File: src/rtl/fsta_pkg.sv
`timescale 1ns / 1ps
`default_nettype none
// ----------------------------------------------------------------------------
// fsta_pkg
// Shared widths, register indexes and controller/datapath link types for the
// fixed-step tick accumulator.
// ----------------------------------------------------------------------------
package fsta_pkg;

   // Payload widths
   localparam int ELAPSED_W = 32;
   localparam int PERIOD_W  = 24;
   localparam int SPEED_W   = 16;
   localparam int ADD_W     = ELAPSED_W + SPEED_W;   // scaled time per item
   localparam int ACC_W     = 48;
   localparam int PSCALE_W  = PERIOD_W + 8;          // period in 1/256 us
   localparam int ALPHA_W   = 17;
   localparam int QUOT_W    = 16;
   localparam int TICKS_W   = 32;
   localparam int TOTAL_W   = 64;
   localparam int RUN_W     = 3;

   // Alpha division: one quotient bit per cycle
   localparam int DIV_STEPS = QUOT_W;
   localparam int DIV_CNT_W = $clog2(DIV_STEPS + 1);

   // Configuration port
   localparam int CSR_IDX_W  = 4;
   localparam int CSR_DATA_W = 24;

   localparam logic [CSR_IDX_W-1:0] REG_STEP_PERIOD = CSR_IDX_W'(0);
   localparam logic [CSR_IDX_W-1:0] REG_SPEED       = CSR_IDX_W'(1);

   localparam logic [PERIOD_W-1:0] PERIOD_RESET = PERIOD_W'(16667);
   localparam logic [SPEED_W-1:0]  SPEED_RESET  = SPEED_W'(256);

   localparam logic [ALPHA_W-1:0] ALPHA_ONE = ALPHA_W'(65536);

   // Commands from the controller to the datapath
   typedef struct packed {
      logic load;     // take the item, advance the total
      logic mul;      // scale elapsed time by speed
      logic acc;      // saturating add into the accumulator
      logic cmp;      // compare with period, start alpha division
      logic commit;   // update state, load the result register
   } cmd_type;

   // Status from the datapath to the controller
   typedef struct packed {
      logic div_done;
   } stat_type;

endpackage : fsta_pkg
`default_nettype wire

File: src/rtl/fsta_if.sv
`timescale 1ns / 1ps
`default_nettype none
// ----------------------------------------------------------------------------
// fsta channel interfaces
// Valid/ready channels for items in, results out and register writes.
// ----------------------------------------------------------------------------
interface fsta_req_if;
   logic                           valid;
   logic                           ready;
   logic [fsta_pkg::ELAPSED_W-1:0] elapsed_us;

   modport source (output valid, output elapsed_us, input ready);
   modport sink   (input valid, input elapsed_us, output ready);
endinterface : fsta_req_if

interface fsta_rsp_if;
   logic                         valid;
   logic                         ready;
   logic                         tick_due;
   logic                         gave_up;
   logic [fsta_pkg::ALPHA_W-1:0] alpha_q16;
   logic [fsta_pkg::TICKS_W-1:0] tick_count;
   logic [fsta_pkg::TOTAL_W-1:0] time_total_us;

   modport source (output valid, output tick_due, output gave_up, output alpha_q16,
                   output tick_count, output time_total_us, input ready);
   modport sink   (input valid, input tick_due, input gave_up, input alpha_q16,
                   input tick_count, input time_total_us, output ready);
endinterface : fsta_rsp_if

interface fsta_csr_if;
   logic                            valid;
   logic                            ready;
   logic [fsta_pkg::CSR_IDX_W-1:0]  index;
   logic [fsta_pkg::CSR_DATA_W-1:0] data;

   modport source (output valid, output index, output data, input ready);
   modport sink   (input valid, input index, input data, output ready);
endinterface : fsta_csr_if
`default_nettype wire

File: src/rtl/fsta_div.sv
`timescale 1ns / 1ps
`default_nettype none
// ----------------------------------------------------------------------------
// fsta_div
// Restoring divider for alpha: quotient of (acc << 16) / period, one bit per
// cycle. Valid only when acc is below the divisor.
// ----------------------------------------------------------------------------
module fsta_div (
   input  wire logic                            clock,
   input  wire logic                            reset,
   input  wire logic                            start,
   input  wire logic [fsta_pkg::PSCALE_W-1:0]   dividend,
   input  wire logic [fsta_pkg::PSCALE_W-1:0]   divisor,
   output      logic [fsta_pkg::QUOT_W-1:0]     quotient,
   output      logic                            done
);

   logic [fsta_pkg::PSCALE_W-1:0]  rem_ff, rem_in;
   logic [fsta_pkg::PSCALE_W-1:0]  dsr_ff, dsr_in;
   logic [fsta_pkg::QUOT_W-1:0]    quot_ff, quot_in;
   logic [fsta_pkg::DIV_CNT_W-1:0] cnt_ff, cnt_in;
   logic                           busy_ff, busy_in;
   logic                           done_ff, done_in;
   logic [fsta_pkg::PSCALE_W:0]    shifted;
   logic [fsta_pkg::PSCALE_W:0]    diff;

   // One trial subtract per cycle
   assign shifted = {rem_ff, 1'b0};
   assign diff    = shifted - {1'b0, dsr_ff};

   always_comb begin
      rem_in  = rem_ff;
      dsr_in  = dsr_ff;
      quot_in = quot_ff;
      cnt_in  = cnt_ff;
      busy_in = busy_ff;
      done_in = 1'b0;
      if (start) begin
         rem_in  = dividend;
         dsr_in  = divisor;
         quot_in = '0;
         cnt_in  = '0;
         busy_in = 1'b1;
      end else if (busy_ff) begin
         if (!diff[fsta_pkg::PSCALE_W]) begin
            rem_in  = diff[fsta_pkg::PSCALE_W-1:0];
            quot_in = {quot_ff[fsta_pkg::QUOT_W-2:0], 1'b1};
         end else begin
            rem_in  = shifted[fsta_pkg::PSCALE_W-1:0];
            quot_in = {quot_ff[fsta_pkg::QUOT_W-2:0], 1'b0};
         end
         cnt_in = cnt_ff + 1'b1;
         if (cnt_ff == fsta_pkg::DIV_CNT_W'(fsta_pkg::DIV_STEPS - 1)) begin
            busy_in = 1'b0;
            done_in = 1'b1;
         end
      end
   end

   // Control state
   always_ff @(posedge clock) begin
      if (reset) begin
         busy_ff <= 1'b0;
         done_ff <= 1'b0;
         cnt_ff  <= '0;
      end else begin
         busy_ff <= busy_in;
         done_ff <= done_in;
         cnt_ff  <= cnt_in;
      end
   end

   // Working registers
   always_ff @(posedge clock) begin
      rem_ff  <= rem_in;
      dsr_ff  <= dsr_in;
      quot_ff <= quot_in;
   end

   assign quotient = quot_ff;
   assign done     = done_ff;

endmodule : fsta_div
`default_nettype wire

File: src/rtl/fsta_ctrl.sv
`timescale 1ns / 1ps
`default_nettype none
// ----------------------------------------------------------------------------
// fsta_ctrl
// Sequencer: accepts one item, steps the datapath through multiply,
// accumulate, compare and divide, then commits into the result register.
// ----------------------------------------------------------------------------
module fsta_ctrl (
   input  wire logic               clock,
   input  wire logic               reset,
   input  wire logic               req_valid,
   output      logic               req_ready,
   output      logic               rsp_valid,
   input  wire logic               rsp_ready,
   output      fsta_pkg::cmd_type  cmd,
   input  wire fsta_pkg::stat_type stat
);

   localparam logic [2:0] S_IDLE = 3'd0;
   localparam logic [2:0] S_MUL  = 3'd1;
   localparam logic [2:0] S_ACC  = 3'd2;
   localparam logic [2:0] S_CMP  = 3'd3;
   localparam logic [2:0] S_DIV  = 3'd4;
   localparam logic [2:0] S_UPD  = 3'd5;

   logic [2:0] state_ff, state_in;
   logic       rsp_valid_ff, rsp_valid_in;
   logic       out_free;

   // Result register is free when empty or being drained this cycle
   assign out_free  = !rsp_valid_ff || rsp_ready;
   assign req_ready = (state_ff == S_IDLE);

   always_comb begin
      state_in   = state_ff;
      cmd        = '0;
      unique case (state_ff)
         S_IDLE: begin
            if (req_valid) begin
               cmd.load = 1'b1;
               state_in = S_MUL;
            end
         end
         S_MUL: begin
            cmd.mul  = 1'b1;
            state_in = S_ACC;
         end
         S_ACC: begin
            cmd.acc  = 1'b1;
            state_in = S_CMP;
         end
         S_CMP: begin
            cmd.cmp  = 1'b1;
            state_in = S_DIV;
         end
         S_DIV: begin
            if (stat.div_done) begin
               state_in = S_UPD;
            end
         end
         S_UPD: begin
            if (out_free) begin
               cmd.commit = 1'b1;
               state_in   = S_IDLE;
            end
         end
         default: begin
            state_in = S_IDLE;
         end
      endcase
   end

   // Hold the result until taken
   always_comb begin
      if (cmd.commit) begin
         rsp_valid_in = 1'b1;
      end else if (rsp_ready) begin
         rsp_valid_in = 1'b0;
      end else begin
         rsp_valid_in = rsp_valid_ff;
      end
   end

   always_ff @(posedge clock) begin
      if (reset) begin
         state_ff     <= S_IDLE;
         rsp_valid_ff <= 1'b0;
      end else begin
         state_ff     <= state_in;
         rsp_valid_ff <= rsp_valid_in;
      end
   end

   assign rsp_valid = rsp_valid_ff;

endmodule : fsta_ctrl
`default_nettype wire

File: src/rtl/fsta_dpath.sv
`timescale 1ns / 1ps
`default_nettype none
// ----------------------------------------------------------------------------
// fsta_dpath
// Configuration registers, accumulator state, speed multiplier, alpha divider
// and the result register.
// ----------------------------------------------------------------------------
module fsta_dpath #(
   parameter int CATCHUP_LIMIT = 3
) (
   input  wire logic                              clock,
   input  wire logic                              reset,
   input  wire fsta_pkg::cmd_type                 cmd,
   output      fsta_pkg::stat_type                stat,
   input  wire logic                              csr_we,
   input  wire logic [fsta_pkg::CSR_IDX_W-1:0]    csr_index,
   input  wire logic [fsta_pkg::CSR_DATA_W-1:0]   csr_data,
   input  wire logic [fsta_pkg::ELAPSED_W-1:0]    elapsed_us,
   output      logic                              tick_due,
   output      logic                              gave_up,
   output      logic [fsta_pkg::ALPHA_W-1:0]      alpha_q16,
   output      logic [fsta_pkg::TICKS_W-1:0]      tick_count,
   output      logic [fsta_pkg::TOTAL_W-1:0]      time_total_us
);

   localparam int RUN_INC_W = fsta_pkg::RUN_W + 1;

   logic [fsta_pkg::PERIOD_W-1:0]  period_ff;
   logic [fsta_pkg::SPEED_W-1:0]   speed_ff;
   logic [fsta_pkg::ELAPSED_W-1:0] elapsed_ff;
   logic [fsta_pkg::ADD_W-1:0]     add_ff;
   logic [fsta_pkg::ACC_W-1:0]     accum_ff, accum_in;
   logic [fsta_pkg::RUN_W-1:0]     run_ff, run_in;
   logic [fsta_pkg::TICKS_W-1:0]   steps_ff, steps_in;
   logic [fsta_pkg::TOTAL_W-1:0]   total_ff;
   logic                           ge_ff;
   logic                           due_ff, due_in;
   logic                           gave_ff, gave_in;
   logic [fsta_pkg::ALPHA_W-1:0]   alpha_ff, alpha_in;
   logic [fsta_pkg::TICKS_W-1:0]   ticks_out_ff;
   logic [fsta_pkg::TOTAL_W-1:0]   total_out_ff;

   logic [fsta_pkg::PSCALE_W-1:0]  period_scaled;
   logic [fsta_pkg::ACC_W:0]       acc_sum;
   logic [RUN_INC_W-1:0]           run_inc;
   logic [fsta_pkg::QUOT_W-1:0]    quotient;
   logic                           div_done;

   assign period_scaled = {period_ff, 8'd0};

   // Configuration writes; unknown indexes are dropped
   always_ff @(posedge clock) begin
      if (reset) begin
         period_ff <= fsta_pkg::PERIOD_RESET;
         speed_ff  <= fsta_pkg::SPEED_RESET;
      end else if (csr_we) begin
         unique case (csr_index)
            fsta_pkg::REG_STEP_PERIOD: period_ff <= csr_data[fsta_pkg::PERIOD_W-1:0];
            fsta_pkg::REG_SPEED:       speed_ff  <= csr_data[fsta_pkg::SPEED_W-1:0];
            default: ;
         endcase
      end
   end

   // Capture the item and advance the running total
   always_ff @(posedge clock) begin
      if (reset) begin
         total_ff <= '0;
      end else if (cmd.load) begin
         total_ff <= total_ff + {{(fsta_pkg::TOTAL_W-fsta_pkg::ELAPSED_W){1'b0}}, elapsed_us};
      end
   end

   always_ff @(posedge clock) begin
      if (cmd.load) begin
         elapsed_ff <= elapsed_us;
      end
      if (cmd.mul) begin
         add_ff <= {{fsta_pkg::SPEED_W{1'b0}}, elapsed_ff} *
                   {{fsta_pkg::ELAPSED_W{1'b0}}, speed_ff};
      end
      if (cmd.cmp) begin
         ge_ff <= (accum_ff >= {{(fsta_pkg::ACC_W-fsta_pkg::PSCALE_W){1'b0}}, period_scaled});
      end
   end

   // Alpha division, started on compare
   fsta_div u_div (
      .clock    (clock),
      .reset    (reset),
      .start    (cmd.cmp),
      .dividend (accum_ff[fsta_pkg::PSCALE_W-1:0]),
      .divisor  (period_scaled),
      .quotient (quotient),
      .done     (div_done)
   );

   assign stat.div_done = div_done;

   assign acc_sum = {1'b0, accum_ff} + {{(fsta_pkg::ACC_W+1-fsta_pkg::ADD_W){1'b0}}, add_ff};
   assign run_inc = {1'b0, run_ff} + 1'b1;

   // Accumulate with saturation, then settle the step on commit
   always_comb begin
      accum_in = accum_ff;
      run_in   = run_ff;
      steps_in = steps_ff;
      due_in   = 1'b0;
      gave_in  = 1'b0;
      alpha_in = ge_ff ? fsta_pkg::ALPHA_ONE : {1'b0, quotient};
      if (cmd.acc) begin
         accum_in = acc_sum[fsta_pkg::ACC_W] ? '1 : acc_sum[fsta_pkg::ACC_W-1:0];
      end else if (cmd.commit) begin
         if (ge_ff) begin
            steps_in = steps_ff + 1'b1;
            if (run_inc > RUN_INC_W'(CATCHUP_LIMIT)) begin
               // Too far behind: drop the backlog
               run_in   = '0;
               accum_in = '0;
               gave_in  = 1'b1;
            end else begin
               run_in   = run_inc[fsta_pkg::RUN_W-1:0];
               accum_in = accum_ff -
                  {{(fsta_pkg::ACC_W-fsta_pkg::PSCALE_W){1'b0}}, period_scaled};
               due_in   = 1'b1;
            end
         end else begin
            run_in = '0;
         end
      end
   end

   always_ff @(posedge clock) begin
      if (reset) begin
         accum_ff <= '0;
         run_ff   <= '0;
         steps_ff <= '0;
      end else begin
         accum_ff <= accum_in;
         run_ff   <= run_in;
         steps_ff <= steps_in;
      end
   end

   // Result register
   always_ff @(posedge clock) begin
      if (cmd.commit) begin
         due_ff       <= due_in;
         gave_ff      <= gave_in;
         alpha_ff     <= alpha_in;
         ticks_out_ff <= steps_in;
         total_out_ff <= total_ff;
      end
   end

   assign tick_due      = due_ff;
   assign gave_up       = gave_ff;
   assign alpha_q16     = alpha_ff;
   assign tick_count    = ticks_out_ff;
   assign time_total_us = total_out_ff;

endmodule : fsta_dpath
`default_nettype wire

File: src/rtl/fixed_step_tick_accumulator.sv
`timescale 1ns / 1ps
`default_nettype none
// ----------------------------------------------------------------------------
// fixed_step_tick_accumulator
// Fixed-timestep accumulator: totals elapsed time, scales it into a
// saturating accumulator, reports tick due, give-up and interpolation alpha.
// ----------------------------------------------------------------------------
//   channel  direction  payload
//   req_ch   in         elapsed_us
//   rsp_ch   out        tick_due, gave_up, alpha_q16, tick_count, time_total_us
//   csr_ch   in         index, data (0: step_period_us, 1: speed_q8)
//
// One item passes from accept to result through multiply, accumulate,
// compare, 16 steps of the bit-serial alpha divider, its registered done
// flag and commit. A new item is accepted only once the last one is committed.
// The result register holds an item until taken; a stalled result holds the
// commit, and the next item is accepted once the sequencer returns to idle.
// Register writes are taken every cycle. Synchronous reset restores the
// register defaults and clears the accumulator, run, tick count and total.
// ----------------------------------------------------------------------------
module fixed_step_tick_accumulator #(
   parameter int CATCHUP_LIMIT = 3
) (
   input  wire logic  clock,
   input  wire logic  reset,
   fsta_req_if.sink   req_ch,
   fsta_rsp_if.source rsp_ch,
   fsta_csr_if.sink   csr_ch
);

   fsta_pkg::cmd_type  cmd;
   fsta_pkg::stat_type stat;

   assign csr_ch.ready = 1'b1;

   // Sequencer
   fsta_ctrl u_ctrl (
      .clock     (clock),
      .reset     (reset),
      .req_valid (req_ch.valid),
      .req_ready (req_ch.ready),
      .rsp_valid (rsp_ch.valid),
      .rsp_ready (rsp_ch.ready),
      .cmd       (cmd),
      .stat      (stat)
   );

   // Arithmetic and state
   fsta_dpath #(
      .CATCHUP_LIMIT (CATCHUP_LIMIT)
   ) u_dpath (
      .clock         (clock),
      .reset         (reset),
      .cmd           (cmd),
      .stat          (stat),
      .csr_we        (csr_ch.valid),
      .csr_index     (csr_ch.index),
      .csr_data      (csr_ch.data),
      .elapsed_us    (req_ch.elapsed_us),
      .tick_due      (rsp_ch.tick_due),
      .gave_up       (rsp_ch.gave_up),
      .alpha_q16     (rsp_ch.alpha_q16),
      .tick_count    (rsp_ch.tick_count),
      .time_total_us (rsp_ch.time_total_us)
   );

endmodule : fixed_step_tick_accumulator
`default_nettype wire

File: src/flat_wrapper.sv
// flat-port wrapper written by rule: the top's interface ports become plain ports
module fixed_step_tick_accumulator_flat 
#(
   parameter int CATCHUP_LIMIT = 3
)
  (clock, reset, req_ch_valid, req_ch_elapsed_us, req_ch_ready, rsp_ch_valid, rsp_ch_tick_due, rsp_ch_gave_up, rsp_ch_alpha_q16, rsp_ch_tick_count, rsp_ch_time_total_us, rsp_ch_ready, csr_ch_valid, csr_ch_index, csr_ch_data, csr_ch_ready);
  fsta_req_if req_ch_i ();
  fsta_rsp_if rsp_ch_i ();
  fsta_csr_if csr_ch_i ();
  input  wire logic clock;
  input  wire logic reset;
  input wire logic [$bits(req_ch_i.valid)-1:0] req_ch_valid;
  input wire logic [$bits(req_ch_i.elapsed_us)-1:0] req_ch_elapsed_us;
  output wire logic [$bits(req_ch_i.ready)-1:0] req_ch_ready;
  output wire logic [$bits(rsp_ch_i.valid)-1:0] rsp_ch_valid;
  output wire logic [$bits(rsp_ch_i.tick_due)-1:0] rsp_ch_tick_due;
  output wire logic [$bits(rsp_ch_i.gave_up)-1:0] rsp_ch_gave_up;
  output wire logic [$bits(rsp_ch_i.alpha_q16)-1:0] rsp_ch_alpha_q16;
  output wire logic [$bits(rsp_ch_i.tick_count)-1:0] rsp_ch_tick_count;
  output wire logic [$bits(rsp_ch_i.time_total_us)-1:0] rsp_ch_time_total_us;
  input wire logic [$bits(rsp_ch_i.ready)-1:0] rsp_ch_ready;
  input wire logic [$bits(csr_ch_i.valid)-1:0] csr_ch_valid;
  input wire logic [$bits(csr_ch_i.index)-1:0] csr_ch_index;
  input wire logic [$bits(csr_ch_i.data)-1:0] csr_ch_data;
  output wire logic [$bits(csr_ch_i.ready)-1:0] csr_ch_ready;
  assign req_ch_i.valid = req_ch_valid;
  assign req_ch_i.elapsed_us = req_ch_elapsed_us;
  assign req_ch_ready = req_ch_i.ready;
  assign rsp_ch_valid = rsp_ch_i.valid;
  assign rsp_ch_tick_due = rsp_ch_i.tick_due;
  assign rsp_ch_gave_up = rsp_ch_i.gave_up;
  assign rsp_ch_alpha_q16 = rsp_ch_i.alpha_q16;
  assign rsp_ch_tick_count = rsp_ch_i.tick_count;
  assign rsp_ch_time_total_us = rsp_ch_i.time_total_us;
  assign rsp_ch_i.ready = rsp_ch_ready;
  assign csr_ch_i.valid = csr_ch_valid;
  assign csr_ch_i.index = csr_ch_index;
  assign csr_ch_i.data = csr_ch_data;
  assign csr_ch_ready = csr_ch_i.ready;
  fixed_step_tick_accumulator #(.CATCHUP_LIMIT(CATCHUP_LIMIT)) u_core (.clock(clock), .reset(reset), .req_ch(req_ch_i), .rsp_ch(rsp_ch_i), .csr_ch(csr_ch_i));
endmodule
File: config.mk
export PLATFORM = sky130hd
export DESIGN_NAME = fixed_step_tick_accumulator_flat
export DESIGN_NICKNAME = d
export VERILOG_FILES = /design/src/rtl/fsta_pkg.sv /design/src/rtl/fsta_if.sv /design/src/rtl/fsta_div.sv /design/src/rtl/fsta_ctrl.sv /design/src/rtl/fsta_dpath.sv /design/src/rtl/fixed_step_tick_accumulator.sv /design/src/flat_wrapper.sv
export SDC_FILE = /design/constraint.sdc
export NUM_CORES = 2
export LEC_CHECK = 0
export BUFFER_PORTS_ARGS = -buffer_cell sky130_fd_sc_hd__clkbuf_2
export CORE_UTILIZATION = 53
export DETAILED_ROUTE_END_ITERATION = 7
export PLACE_DENSITY_LB_ADDON = 0.25
export SKIP_LAST_GASP = 1
export SLEW_MARGIN = 20
export SYNTH_ARGS = -nofsm -noshare
export SYNTH_HDL_FRONTEND = slang
export SYNTH_SLANG_ARGS = --single-unit
File: constraint.sdc
create_clock -name clock -period 6.2 [get_ports clock]
set_clock_uncertainty 0.15 [all_clocks]
set_input_delay 1.24 -clock clock [delete_from_list [all_inputs] [get_ports clock]]
set_output_delay 1.24 -clock clock [all_outputs]
set_load 0.005 [all_outputs]
### After elaboration in Yosys (flattened, before gate mapping)

Cells that the tools add are included.

| word-level totals | value |
|---|---|
| bits of input ports | 65 |
| word-level logic and storage cells | 96 |
| register bits after elaboration | 466 |

| operators by class | value |
|---|---|
| magnitude comparators | 2 |
| bitwise gates (word level) | 3 |
| add/sub/neg operators | 7 |
| muxes and demuxes | 34 |
| multipliers | 1 |
| reductions and logical operators | 16 |
| equality and inequality tests | 10 |

Operators with widths:

| cell | number |
|---|---|
| $mux W48 | 5 |
| $mux W32 | 6 |
| $add A64 B32 Y64 | 1 |
| $add A48 B48 Y49 | 1 |
| $ge A48 B32 Y1 | 1 |
| $mul A32 B16 Y48 | 1 |
| $sub A48 B32 Y48 | 1 |
| $sub A33 B32 Y33 | 1 |
| $add A32 B1 Y32 const B | 1 |
| $pmux W3 S6 | 1 |
| $mux W17 | 1 |
| $mux W1 | 16 |
| $mux W3 | 5 |
| $reduce_and A2 Y1 | 4 |
| $reduce_bool A2 Y1 | 4 |
| $eq A3 B2 Y1 const B | 2 |
| $eq A3 B3 Y1 const B | 2 |
| $ne A2 B2 Y1 const B | 3 |
| $add A5 B1 Y5 const B | 1 |
| $eq A5 B4 Y1 const B | 1 |
| $add A3 B1 Y4 const B | 1 |
| $eq A4 B1 Y1 const B | 1 |
| $gt A4 B2 Y1 const B | 1 |
| $logic_not A4 Y1 | 1 |
| other kinds (8) | 11 |

### Longest topological paths before layout

| depth | value |
|---|---|
| depth after elaboration | 6 |
| mapped depth | 26 |
| gate-level depth less buffers | 25 |

### Hierarchy

A second synthesis with hierarchy kept.

| unflattened totals | value |
|---|---|
| cells, all modules | 4431 |
| area, all modules | 41437.2 um^2 |

By module, submodules not included:

| module | cells each | instances | area each (um^2) |
|---|---|---|---|
| fsta_dpath | 3849 | 1 | 35749.3 |
| fsta_div | 553 | 1 | 5436.5 |
| fsta_ctrl | 27 | 1 | 240.2 |
| fixed_step_tick_accumulator | 2 | 1 | 11.3 |

### Worst setup path before layout

OpenSTA, ideal clock, no wires.

| timing path | value |
|---|---|
| path kind | reg2reg |
| start point | register u_core.u_dpath.elapsed_ff[3] (netlist name) |
| end point | register u_core.u_dpath.add_ff[46] (netlist name), data pin |
| path slack | -0.701 ns |
| arrival | 6.492 ns |
| buffers on the path | 2 |
| stages on the path, launching flop included | 26 |
| library setup time | 0.259 ns |
| period minus slack after synthesis | 6.901 ns |
| cells stage by stage | edfxtp_1 > clkbuf_1 > and2_1 > fa_1 > inv_1 > fa_1 > inv_1 > fa_1 > fa_1 > fa_1 > inv_1 > fa_1 > inv_1 > ha_1 > clkbuf_1 > a21oi_1 > o22ai_1 > a21o_1 > a41oi_1 > o221ai_1 > o31ai_1 > o221ai_1 > nand2b_1 > a311oi_1 > a211o_1 > xor2_1 |

| on the way | value |
|---|---|
| cells in the longest elaborated chain, start to end | 1 |

Ends and longest elaborated chain:

| item | line | text |
|---|---|---|
| start: declaration | fsta_dpath.sv:30 | `logic [fsta_pkg::ELAPSED_W-1:0] elapsed_ff;` |
| start signal: assignment | fsta_dpath.sv:76 | `elapsed_ff <= elapsed_us;` |
| $mul A32 B16 Y48 | fsta_dpath.sv:79 | `add_ff <= {{fsta_pkg::SPEED_W{1'b0}}, elapsed_ff} *` |
| end signal: assignment | fsta_dpath.sv:79 |  |
| end: declaration | fsta_dpath.sv:31 | `logic [fsta_pkg::ADD_W-1:0] add_ff;` |

Every way passes these cells.
A chain may end at the register's enable or synchronous reset.

### Worst setup path after layout

| timing path | value |
|---|---|
| start point | register u_core.u_dpath.elapsed_ff[7] (netlist name) |
| end point | register u_core.u_dpath.add_ff[47] (netlist name), data pin |

Same word-level chain as after synthesis.

==> flow_metrics.tcl <==
set metrics [dict create \
    crit_path_end_kind "flop" \
    tightest_slew_ns 1.08 \
    crit_family "adder cells" \
    cts_max_path_buffers 3 \
    cpPeakStageDelay_ns 0.52 \
    crit_type "flop to flop" \
    clk_latency_ns 0.63 \
    r2r_slack_ns -0.47 \
    syn_nets 4930 \
    seq_area_mm2 0.0119 \
    final_hold_viol_count 0 \
    dieHeight_um 275 \
    cts_buffers 53 \
    fillers 6148 \
    crit_required_ns 6.43 \
    seq_area_frac_synth_pct 30.0 \
    crit_arrival_ns 6.90 \
    clkTransAtPathRegs_ns 0.06 \
    cts_hold_buf 0 \
    setup_ws_ns -0.473 \
    dr.pass1.iters 7 \
    viasPerCell 5.44 \
    syn_area_mm2 0.0395 \
    core_mm2 0.0733 \
    syn2layout_area_growth_pct 15.5 \
    path_max_fanout 4 \
    endpoint "u_core.u_dpath.add_ff[47]" \
    gp_congestion 0.890 \
    drt_iter0_drc 1621 \
    grt_usage_pct 25.2 \
    cts_root_buffer "clkbuf_16" \
    ctsHtreeMaxLevel 2 \
    start_util_pct 53.9 \
    multiInputGateArea_mm2 0.0255 \
    worst-path-stages 26 \
    final_util_pct 62.3 \
    period_share_pct 108 \
    p_per_area_mw_per_mm2 215 \
    worstSetupStartpointType "flop" \
    ioPinCount 183 \
    rows 99 \
    status "complete, but fails checks" \
    drv_cap 0 \
    hp-class "flop to flop" \
    dieWidth_um 275 \
    drive_gt1_share_pct 14.6 \
    cts_sinks 466 \
    fmax_ghz 0.150 \
    synth-seq-cells 466 \
    hold_depth 0 \
    static-leakage-power_nw 20.4 \
    syn_avg_cell_area_um2 9.43 \
    cpMaxStageDelayCell "fa_1" \
    rsz0062_at_grt "yes" \
    place.port_buffers 181 \
    wl_per_cell_um 17.1 \
    final_max_slew_viol_count 0 \
    cts_tree "done" \
    r2r-end "u_core.u_dpath.add_ff[47]" \
    r2r_start "u_core.u_dpath.elapsed_ff[7]" \
    grt_pass1_vias 30531 \
    critical_path_buf_inv_count 7 \
    vias 30004 \
    critPathLaunch "u_core.u_dpath.elapsed_ff[7]" \
    yosys_most_used_dff "edfxtp_1" \
    detail-route-antenna-nets 0 \
    synthCells 4191 \
    fp.dieArea_mm2 0.0757 \
    synth_edf_count 252 \
    post-route-min-period_ns 6.67 \
    path_common_cell "inv_2" \
    grt_pass1_wl_mm 154 \
    grt-ovfl-total 0 \
    yosysUniqueCellTypes 75 \
    drcViolationCount 10 \
    post-dp-hpwl_mm 72.7 \
    violations "design-rule violations, negative setup slack" \
    totalWireLength_mm 94.2 \
    antenna_found_initial 3 \
    max-slew-margin-rel_pct 25.9 \
    final_nets 5252 \
    grt_start_max_net_pins 99 \
    max-vdd-ir-drop_uv 243 \
    synth-warning-count 0 \
    synthArstFlopShare_pct 0 \
    power.total_mw 9.82 \
    r2r_cells 26 \
    setup_tns_ns -4.70 \
    setup_viol 19 \
]
## layout by cell type, fill, tap and decap left out, drive strengths merged, types with 74 or more instances in the layout
cell and n:
a21o 89, a21oi 255, and2 219, buf 266, clkbuf 251, dfxtp 214
edfxtp 252, fa 422, ha 252, inv 558, nand2 563, nor2 187
nor2b 74, o21ai 169, xnor2 130, xor2 85
## per-layer routing
metal  wire (um)  up-vias  part of all wire, %  global-route usage (%)
li1            -    14451                    -                       -
met1       41900    14532                   44                    34.4
met2       43900      851                   47                    41.5
met3        5710      168                  6.1                    3.86
met4        2690        2                  2.9                    7.73
met5          12        -                0.013                       0
## worst min-delay path by stage
stage,from,endpoint,slack (ns)
after floorplan,u_core.u_dpath.period_ff[3],u_core.u_dpath.u_div.dsr_ff[11],0.26
after global placement,u_core.u_dpath.period_ff[3],u_core.u_dpath.u_div.dsr_ff[11],0.26
after detailed placement,u_core.u_dpath.period_ff[14],u_core.u_dpath.u_div.dsr_ff[22],0.27
after CTS,u_core.u_dpath.period_ff[4],u_core.u_dpath.u_div.dsr_ff[12],0.28
after global routing,u_core.u_dpath.period_ff[14],u_core.u_dpath.u_div.dsr_ff[22],0.29
final,u_core.u_dpath.period_ff[4],u_core.u_dpath.u_div.dsr_ff[12],0.28
## stage by stage
stage	setup slack (ns)	area (um2)	hold WS, ns	cells
6_report	-0.473	45700	0.278	5518
5_1_grt	-0.650	45700	0.285	5517
4_1_cts	-0.437	45300	0.279	5497
3_5_place_dp	-0.659	43100	0.267	5384
3_3_place_gp	-0.534	43100	0.264	5384
2_1_floorplan	-0.295	39800	0.258	4191
## report_power, final
part	internal, mW	total, mW	leakage (nW)	switching [mW]
sequential	3.48	3.67	3.96	0.188
clock	2.00	3.34	0.918	1.34
combinational	1.20	2.81	15.5	1.62
total	6.68	9.82	20.4	3.14
## synthesized netlist by cell type, drive strengths merged (11+ instances only)
| master | count | area (um2) |
|---|---|---|
| xnor2 | 130 | 1160 |
| a21oi | 255 | 1280 |
| and3 | 37 | 231 |
| o21a | 32 | 240 |
| or3 | 16 | 100 |
| inv | 555 | 2080 |
| a211oi | 12 | 90.1 |
| xor2 | 85 | 744 |
| nor2b | 74 | 463 |
| a21o | 89 | 668 |
| o31ai | 15 | 113 |
| nand2b | 43 | 269 |
| nor2 | 187 | 702 |
| nor4 | 12 | 75.1 |
| ha | 252 | 3150 |
| a211o | 11 | 96.3 |
| dfxtp | 214 | 4280 |
| a22oi | 21 | 158 |
| mux2i | 54 | 541 |
| o21bai | 21 | 158 |
| fa | 422 | 8450 |
| nand2 | 563 | 2110 |
| a31oi | 19 | 119 |
| and2 | 219 | 1370 |
| nor3 | 29 | 145 |
| o211ai | 18 | 135 |
| nand3 | 62 | 310 |
| edfxtp | 252 | 7570 |
| nand4 | 33 | 206 |
| clkbuf | 170 | 638 |
| o21ai | 169 | 846 |
## cell type report
| class | instances | share of cell area, % |
|---|---|---|
| antenna | 1 | 0.00548 |
| clock buffer | 71 | 3.28 |
| clock inverter | 29 | 0.833 |
| inverter | 555 | 4.57 |
| multi-input combinational | 2991 | 55.8 |
| sequential | 466 | 26.0 |
| tap | 959 | 2.63 |
| timing repair buffer | 446 | 6.93 |
## state kept, by name, indices dropped and copies added, names as in the netlist, 5 cells and up
name and cells:
u_core.u_dpath.alpha_q16 17, u_core.u_dpath.u_div.cnt_ff 5, u_core.u_dpath.elapsed_ff 32, u_core.u_dpath.total_ff 64, u_core.u_dpath.period_ff 24, u_core.u_dpath.steps_ff 32
u_core.u_dpath.u_div.dsr_ff 24, u_core.u_dpath.tick_count 32, u_core.u_dpath.accum_ff 48, u_core.u_dpath.time_total_us 64, u_core.u_dpath.speed_ff 16, u_core.u_dpath.u_div.rem_ff 32
u_core.u_dpath.add_ff 48, u_core.u_dpath.u_div.quotient 16
## worst reg2reg max path, cell delays in order, from the launching register on
cell and delay (ns):
edfxtp_1 0.51, buf_6 0.18, and2_1 0.16, fa_1 0.49, inv_2 0.04, fa_2 0.43
inv_2 0.08, ha_4 0.12, inv_2 0.03, fa_1 0.53, inv_1 0.05, fa_1 0.48
inv_1 0.05, fa_2 0.52, inv_2 0.04, ha_4 0.15, a2111oi_4 0.31, o21ai_2 0.12
and3_4 0.18, o41ai_4 0.34, o211ai_1 0.17, o311a_1 0.41, a31oi_2 0.19, nand2b_4 0.19
o31ai_4 0.07, a221oi_2 0.31, xnor2_1 0.12
## timing repair
item,4_1_cts,5_1_grt
cloned,1,0
setup buffers,12,21
resized for setup,65,54
pin swaps,45,51
endpoints found under the setup margin,23,29
## cell families after synthesis
logic type               share of synthesized area, %
flip-flops                                       30.0
buffers and inverters                            7.00
multiplexers                                     1.45
adder cells (fa/ha/maj)                          29.4
XOR/XNOR                                         4.81
AND/OR/NAND/NOR                                  15.9
other                                         0.00949
AO/OA/AOI/OAI                                    11.4
Power figures use the tool's default switching activity.
